--- config.mk ---
export PLATFORM = sky130hd
export DESIGN_NAME = sgm_ctrl
export DESIGN_NICKNAME = d
export VERILOG_FILES = /design/src/design/sgm_pkg.sv /design/src/design/sgm_ctrl.sv
export SDC_FILE = /design/constraint.sdc
export NUM_CORES = 1
export LEC_CHECK = 0
export BUFFER_PORTS_ARGS = -buffer_cell sky130_fd_sc_hd__buf_4
export CAP_MARGIN = 40
export CORE_AREA = 8 8 45 47
export DETAILED_ROUTE_END_ITERATION = 8
export DIE_AREA = 0 0 53 55
export GPL_ROUTABILITY_DRIVEN = 1
export PLACE_DENSITY = 0.62
export REMOVE_ABC_BUFFERS = 1
export SKIP_LAST_GASP = 1
export SYNTH_ARGS = -nofsm -noshare
export SYNTH_HDL_FRONTEND = slang
export SYNTH_SLANG_ARGS = --single-unit
--- constraint.sdc ---
create_clock -name clk -period 1.3 [get_ports clk]
set_input_delay 0.195 -clock clk [delete_from_list [all_inputs] [get_ports clk]]
set_output_delay 0.195 -clock clk [all_outputs]
set_load 0.02 [all_outputs]
--- src/design/sgm_pkg.sv ---
// Shared types and constants for the Sobel gradient magnitude block.
package sgm_pkg;

  // Default frame limits
  localparam int DEF_MAX_WIDTH  = 1024;
  localparam int DEF_MAX_HEIGHT = 1024;

  // Register field widths and reset values
  localparam int          DIM_W     = 11;
  localparam logic [10:0] DIM_RESET = 11'd1024;

  // Configuration register indexes
  localparam int          CFG_IDX_W     = 2;
  localparam logic [1:0]  CFG_IDX_WIDTH  = 2'd0;
  localparam logic [1:0]  CFG_IDX_HEIGHT = 2'd1;

  // Square root: result bits, one per step
  localparam int ROOT_W = 8;
  localparam int STEP_W = 3;

  // Result word layout
  localparam int MAG_W    = 8;
  localparam int POS_W    = 10;
  localparam int OUT_DATA_W = 32;

  // Controller to datapath commands
  typedef struct packed {
    logic              load;     // take a pixel, read the line buffers
    logic              grad;     // form Gx/Gy, update buffers and counters
    logic              mul;      // square both gradients
    logic              add;      // sum and saturate the radicand
    logic              root;     // one square root bit
    logic [STEP_W-1:0] bit_idx;  // bit tried by the root step
    logic              push;     // move the result to the output register
  } sgm_cmd_t;

  // Datapath to controller status
  typedef struct packed {
    logic produce;   // current pixel completes a full window
    logic out_full;  // output register still holds a word
  } sgm_sts_t;

endpackage

--- src/design/sgm_ctrl.sv ---
// Controller state machine sequencing one pixel through the datapath.
module sgm_ctrl
  import sgm_pkg::*;
(
  input  logic     clk,
  input  logic     rst_n,
  input  logic     in_tvalid,
  output logic     in_tready,
  input  sgm_sts_t sts,
  output sgm_cmd_t cmd
);

  typedef enum logic [2:0] {
    S_IDLE,
    S_GRAD,
    S_MUL,
    S_ADD,
    S_ROOT,
    S_PUSH
  } state_t;

  state_t            state_r;
  logic [STEP_W-1:0] bit_r;

  // Hold state and the root bit counter
  always_ff @(posedge clk) begin
    if (!rst_n) begin
      state_r <= S_IDLE;
      bit_r   <= '0;
    end else begin
      unique case (state_r)
        S_IDLE: begin
          if (in_tvalid) state_r <= S_GRAD;
        end
        S_GRAD: begin
          state_r <= sts.produce ? S_MUL : S_IDLE;
        end
        S_MUL: begin
          state_r <= S_ADD;
        end
        S_ADD: begin
          bit_r   <= STEP_W'(ROOT_W - 1);
          state_r <= S_ROOT;
        end
        S_ROOT: begin
          if (bit_r == '0) state_r <= S_PUSH;
          else bit_r <= bit_r - 1'b1;
        end
        S_PUSH: begin
          if (!sts.out_full) state_r <= S_IDLE;
        end
        default: state_r <= S_IDLE;
      endcase
    end
  end

  assign in_tready = (state_r == S_IDLE);

  // Decode commands
  always_comb begin
    cmd         = '0;
    cmd.load    = (state_r == S_IDLE) && in_tvalid;
    cmd.grad    = (state_r == S_GRAD);
    cmd.mul     = (state_r == S_MUL);
    cmd.add     = (state_r == S_ADD);
    cmd.root    = (state_r == S_ROOT);
    cmd.bit_idx = bit_r;
    cmd.push    = (state_r == S_PUSH) && !sts.out_full;
  end

endmodule

==> results of run 1 <==
==> metrics by stage <==
step | instance area [sq um] | setup WS [ns] | instances | hold WS [ns]
after floorplan | 380 | -0.157 | 41 | 0.319
after global placement | 520 | 0.0356 | 73 | 0.464
after detailed placement | 520 | 0.0575 | 73 | 0.465
after CTS | 581 | -0.0547 | 79 | 0.212
after global routing | 631 | -0.0495 | 80 | 0.211
final | 631 | 0.00487 | 80 | 0.214
==> registers in the layout (all words and copies together), names as in the netlist <==
register and cells:
bit_r 3, state_r 3
==> worst min-delay path, cell delays in order <==
cell and delay (ns):
buf_4 0.09, nand4_1 0.08, o31ai_1 0.06
==> cell type report <==
| cell class | instances | area, sq um |
|---|---|---|
| clock buffers | 3 | 22.5 |
| well taps | 16 | 20.0 |
| inverters | 3 | 11.3 |
| repair buffers | 20 | 169 |
| fillers | 149 | 753 |
| flip-flops and latches | 6 | 131 |
| multi-input cells | 32 | 277 |
==> power by group through the flow <==
stage	clock [mW]	sequential, mW	combinational (mW)
after CTS	0.180	0.204	0.0996
after floorplan	0	0.209	0.0489
final	0.177	0.202	0.113
after detailed placement	0	0.208	0.0931
after global placement	0	0.208	0.0927
after global routing	0.186	0.204	0.120
==> cells in the final DEF (no fill, tap or decap), types with 2 or more instances in the layout <==
cell type	count
buf_6	5
nor2_1	2
a211oi_2	2
nor3b_4	2
inv_1	3
dfxtp_1	3
nand2b_1	2
nor3b_1	2
dfxtp_4	3
clkbuf_4	3
buf_4	15
nand2_1	2
==> logic make-up after synthesis <==
group | count (synthesis)
buf+inv | 7
fa+ha+maj | 2
simple gates | 21
compound gates | 8
flops | 6
mux | 1
==> layer usage <==
layer / vias to the layer above / global-route usage [%] / share of wire [%] / wire length, um
met5: - / 0 / 0 / 0
met3: 4 / 2.14 / 5.6 / 55
met4: 0 / 3.88 / 3.2 / 32
met1: 169 / 7.46 / 44 / 431
met2: 7 / 10.9 / 47 / 466
li1: 196 / - / - / -
==> repair_timing <==
| item | in CTS | in global routing |
|---|---|---|
| endpoints found under the setup margin | 6 | 7 |
| cloned | 0 | 0 |
| pin swaps | 1 | 2 |
| gates resized for setup | 6 | 11 |
| setup buffers | 3 | 1 |
==> path summary, 6_finish.rpt <==
kind | from | endpoint | slack, ns | depth (start not counted)
max | state_r[1]$_SDFFE_PN0P_ | cmd[0] | 0.005 | 4
min | sts[0] | state_r[0]$_SDFFE_PN0P_ | 0.21 | 3
max reg2reg | state_r[1]$_SDFFE_PN0P_ | bit_r[2]$_SDFFE_PN0P_ | 0.05 | 5
min reg2reg | state_r[0]$_SDFFE_PN0P_ | state_r[0]$_SDFFE_PN0P_ | 0.55 | 2
==> Yosys cell counts <==
master / instances
o21a_1: 1
a211oi_2: 2
and2b_2: 1
nor3b_1: 3
nor2_1: 2
o311a_1: 1
nand3_1: 1
nor3b_4: 1
nor3_1: 2
inv_1: 3
o31ai_1: 1
nand2b_1: 3
ha_1: 2
and2_4: 1
and2_1: 1
dfxtp_1: 6
and3b_1: 1
a21boi_1: 1
nor2b_1: 1
mux2_2: 1
a21oi_1: 1
buf_6: 4
nand4_1: 1
nand2_1: 2
o31a_1: 1
and3_1: 1
==> key figures, run 1 <==
Timing
  • Tmin final: 1.30 ns
  • Worst Tran Pin Value: 0.189 ns
  • Period utilization: 99.6%
  • Clk_skew: 0.00436 ns
  • Pins Over Slew Limit: 0
  • RSZ-0062 raised after global routing: yes
  • Final Hold Fails: 0
  • Rel. slew slack: 87.4%
  • TNS Setup: 0 ns
  • Final Setup Violations: 0
  • Achievable clock frequency: 772 MHz

GRT
  • Largest net degree at the start of global routing: 12
  • Grt ovf: 0
  • All-layer global routing usage: 6.67%
  • First-pass GRT wire length: 1490 um
  • Initial antenna violation count: 0
  • Vias in the first global route: 361

Logic synthesis
  • Adder-cell share of the synthesized area: 5.88%
  • Syn. warnings: 0
  • Top cell type's share of synthesized area: 28.2%
  • Compound-cell area share of the yosys netlist: 16.8%
  • Fraction of the mapped netlist area in simple logic gates: 33.2%
  • Synth cell types: 26
  • Register bit total from synthesis: 6
  • Post-Synth XOR/XNOR Area: 0%
  • Leading area contributor after synthesis: dfxtp_1
  • Seq/Total Area, Yosys: 28.2%
  • Syn avg cell area: 9.45 sq um
  • Top post-synthesis cells by area: dfxtp_1, buf_6, a211oi_2
  • Multiplexer area fraction after synthesis: 2.65%
  • Mapped Cells: 45
  • Netlist Area Pre-Place: 425 sq um
  • Main combinational cell family by area after synthesis: simple AND/OR/NAND/NOR gates

Cells and area
  • Core Util, Final: 45.6%
  • Layout cell share with drive strength beyond 1: 57.8%
  • N_diodes: 0
  • Synth-to-Final Area Change: 48.2%
  • Final net count: 73

Placed design
  • Gpl congestion: 0.696
  • Port Buffer Count: 14
  • Dpl hpwl: 688 um

Power
  • Internal cell power: 0.354 mW
  • Clock power frac: 36.0%
  • Logic pwr share: 22.9%
  • P_leak: 0.277 nW
  • Sw Ratio: 28.0%
  • Reg power frac: 41.1%
  • Sw Pwr: 0.138 mW
  • Max IR drop VDD: 0.000539 V
  • Power Total: 0.492 mW
  • PD cells: 781 mW/mm^2

CTS
  • CTS tree: done
  • H-tree levels: 1
  • Clock buffer count from CTS: 3
  • Clock Latency Late Sink: 0.25 ns
  • Root Buffer: clkbuf_4
  • # hold bufs at CTS: 0
  • CTS Buffer Depth: 2
  • Reg clk slew, reported paths: 0.04 ns
  • CTS Sinks: 6

Drt
  • DR vias/cell: 4.70
  • DRC viols: 0
  • Vias: 376
  • Routed Antenna Nets: 0
  • WL/cell: 12.3 um
  • Drt pass-1 iters: 4
  • DR iter-0 viols: 7
  • Final wirelength: 986 um

Worst setup path
  • CP Data Arrival Time: 1.10 ns
  • Critical path, cell by cell: and2b_2 > nand2_1 > nor2_1 > buf_4
  • Worst-path fanout max: 7
  • Delay-heaviest family, CP: flip-flops
  • CP Buf/Inv Count: 1
  • CP endpoint kind: output port
  • Worst Setup Start Kind: flop
  • CP max-delay cell: dfxtp_4
  • Critical path class: flop to output port
  • Crit-path max cell delay: 0.36 ns
  • Worst path required time: 1.11 ns

Flow run
  • Number of max-cap violations: 0

Die
  • Chip Height: 55 um
  • # IOs: 15
  • # rows: 14
  • Die Span X: 53 um
  • Die area: 0.00292 sq mm
  • Starting Density: 30.7%
  • Core box area: 0.00138 sq mm

Outcome
  • Outcome: complete, no violations

Min path
  • Worst min path class: input pin to flop
Power figures use the tool's default switching activity.
==> run 2, diff against run 1 <==
==> constraint.sdc (replaced) <==
create_clock -name clk -period 1.3 [get_ports clk]
set_input_delay 0.195 -clock clk [delete_from_list [all_inputs] [get_ports clk]]
set_output_delay 0.195 -clock clk [all_outputs]
set_load 0.01 [all_outputs]
==> run 2 against run 1 <==
Net effect: clock skew is essentially flat; cell count fell by 1.3%; highest routed layer is now met3; first-iteration DRC count down 57%; the flow now finishes with violations (setup timing); worst setup slack worse by 0.041 ns; via count fell by 1.9%; power shrank 5.9%.
==> key figures, run 2 (synthesis results as in run 1) <==
Timing
  • Period utilization: 103% (was 99.6%)
  • Worst Slack Setup Final: -0.0360 ns (was 0.00487 ns)
  • Tmin final: 1.34 ns (was 1.30 ns)
  • Final Hold Fails: 0 (unchanged)
  • Clk_skew: 0.00476 ns (was 0.00436 ns)
  • RSZ-0062 raised after global routing: yes (unchanged)
  • Pins Over Slew Limit: 0 (unchanged)
  • Achievable clock frequency: 748 MHz (was 772 MHz)
  • Worst Tran Pin Value: 0.279 ns (was 0.189 ns)
  • Rel. slew slack: 81.4% (was 87.4%)
  • Final Setup Violations: 1 (was 0)
  • TNS Setup: -0.0360 ns (was 0 ns)
  • WHS: 0.230 ns (was 0.214 ns)

Die
  • # IOs: 15 (unchanged)
  • Chip Height: 55 um (unchanged)
  • Die area: 0.00292 sq mm (unchanged)
  • Die Span X: 53 um (unchanged)
  • # rows: 14 (unchanged)
  • Starting Density: 30.7% (unchanged)
  • Core box area: 0.00138 sq mm (unchanged)

Drt
  • DR vias/cell: 4.67 (was 4.70)
  • Drt pass-1 iters: 2 (was 4)
  • Vias: 369 (was 376)
  • Routed Antenna Nets: 0 (unchanged)
  • DR WL met2: 469 um (was 466 um)
  • DRC viols: 0 (unchanged)
  • Top Metal Used: met3 (was met4)
  • Final wirelength: 903 um (was 986 um)
  • Metal1 wirelength: 361 um (was 431 um)
  • WL/cell: 11.4 um (was 12.3 um)
  • DR iter-0 viols: 3 (was 7)
  • Metal3 WL: 72 um (was 55 um)

Cells and area
  • N_diodes: 0 (unchanged)
  • Footprint of the multi-input gates: 269 sq um (was 277 sq um)
  • Largest registers: bit_r: 3 flops, state_r: 3 flops (unchanged)
  • Core Util, Final: 43.4% (was 45.6%)
  • Final net count: 72 (was 73)
  • Fillers: 143 (was 149)
  • Most common cell after layout, fill and taps aside: buf_4 (unchanged)
  • Register area: 131 sq um (unchanged)
  • Final std cells w/o fill: 79 (was 80)
  • Final Instance Area: 601 sq um (was 631 sq um)
  • Layout cell share with drive strength beyond 1: 54.0% (was 57.8%)
  • Synth-to-Final Area Change: 41.2% (was 48.2%)

Worst setup path
  • Critical path, cell by cell: buf_6 > and2b_2 > nand2_1 > nor2_1 > buf_4 (was and2b_2 > nand2_1 > nor2_1 > buf_4)
  • Worst Setup Start Kind: flop (unchanged)
  • Worst path required time: 1.11 ns (about the same)
  • CP Buf/Inv Count: 2 (was 1)
  • Worst-path fanout max: 6 (was 7)
  • Critical path class: flop to output port (unchanged)
  • Crit-path max cell delay: 0.35 ns (was 0.36 ns)
  • R2r worst-path depth: 5 (unchanged)
  • Worst path depth: 5 (was 4)
  • CP max-delay cell: dfxtp_4 (unchanged)
  • CP Data Arrival Time: 1.14 ns (was 1.10 ns)
  • Delay-heaviest family, CP: flip-flops (unchanged)
  • CP endpoint kind: output port (unchanged)

Power
  • P_leak: 0.269 nW (was 0.277 nW)
  • Max IR drop VDD: 0.000532 V (was 0.000539 V)
  • PD cells: 772 mW/mm^2 (was 781 mW/mm^2)

CTS
  • # hold bufs at CTS: 0 (unchanged)
  • Root Buffer: clkbuf_4 (unchanged)
  • CTS tree: done (unchanged)
  • H-tree levels: 1 (unchanged)
  • Reg clk slew, reported paths: 0.05 ns (was 0.04 ns)
  • Clock Latency Late Sink: 0.24 ns (was 0.25 ns)
  • CTS Buffer Depth: 2 (unchanged)
  • CTS Sinks: 6 (unchanged)
  • Clock buffer count from CTS: 3 (unchanged)

GRT
  • Vias in the first global route: 344 (was 361)
  • Largest net degree at the start of global routing: 12 (unchanged)
  • All-layer global routing usage: 6.34% (was 6.67%)
  • Initial antenna violation count: 0 (unchanged)
  • First-pass GRT wire length: 1400 um (was 1490 um)
  • Grt ovf: 0 (unchanged)

Placed design
  • Port Buffer Count: 14 (unchanged)
  • Cell Area, Placed: 520 sq um (unchanged)
  • Gpl congestion: 0.743 (was 0.696)
  • Placed cells: 73 (unchanged)
  • Dpl hpwl: 667 um (was 688 um)

Outcome
  • Failing checks: setup timing
  • Outcome: finished with violations (was complete, no violations)

Min path
  • Hold Crit Depth: 2 (was 3)
  • Worst min path class: input pin to flop (unchanged)

Flow run
  • Number of max-cap violations: 0 (unchanged)
## run 2: cell type report
type,count,share of cell area [%]
tap,16,3.33
timing repair buffer,19,24.4
multi-input combinational,32,44.8
sequential,6,21.9
inverter,3,1.88
clock buffer,3,3.75
## run 2: final timing paths
check	endpoint	from	slack, ns
worst max-delay path	cmd[0]	state_r[2]$_SDFFE_PN0P_	-0.04
worst min-delay path	state_r[2]$_SDFFE_PN0P_	rst_n	0.23
worst max register to register	bit_r[1]$_SDFFE_PN0P_	bit_r[0]$_SDFFE_PN0P_	0.07
worst min register to register	state_r[1]$_SDFFE_PN0P_	state_r[2]$_SDFFE_PN0P_	0.44
## run 2: timing repair
action,CTS,global route
buffers inserted,1,2
pin swaps,2,2
endpoints found under the setup margin,7,7
gates cloned,0,0
gates resized for setup,8,3
## run 2: report_power, final
part	total (mW)	leakage (nW)	switching, mW	internal, mW
sequential	0.204	0.0509	0.0152	0.189
clock	0.170	0.0138	0.0657	0.104
combinational	0.0893	0.204	0.0359	0.0533
## run 2: stage by stage
| step | total power [mW] | worst slack [ns] |
|---|---|---|
| 2_1_floorplan | 0.247 | 0.0420 |
| 3_3_place_gp | 0.289 | 0.0779 |
| 3_5_place_dp | 0.290 | 0.0522 |
| 4_1_cts | 0.477 | -0.0398 |
| 5_1_grt | 0.495 | -0.0972 |
| 6_report | 0.463 | -0.0360 |
## run 2: layer usage
metal,track usage (%),vias up
met3,4.55,0
met5,0,-
met4,0,0
met2,10.5,8
met1,6.84,169
li1,-,192
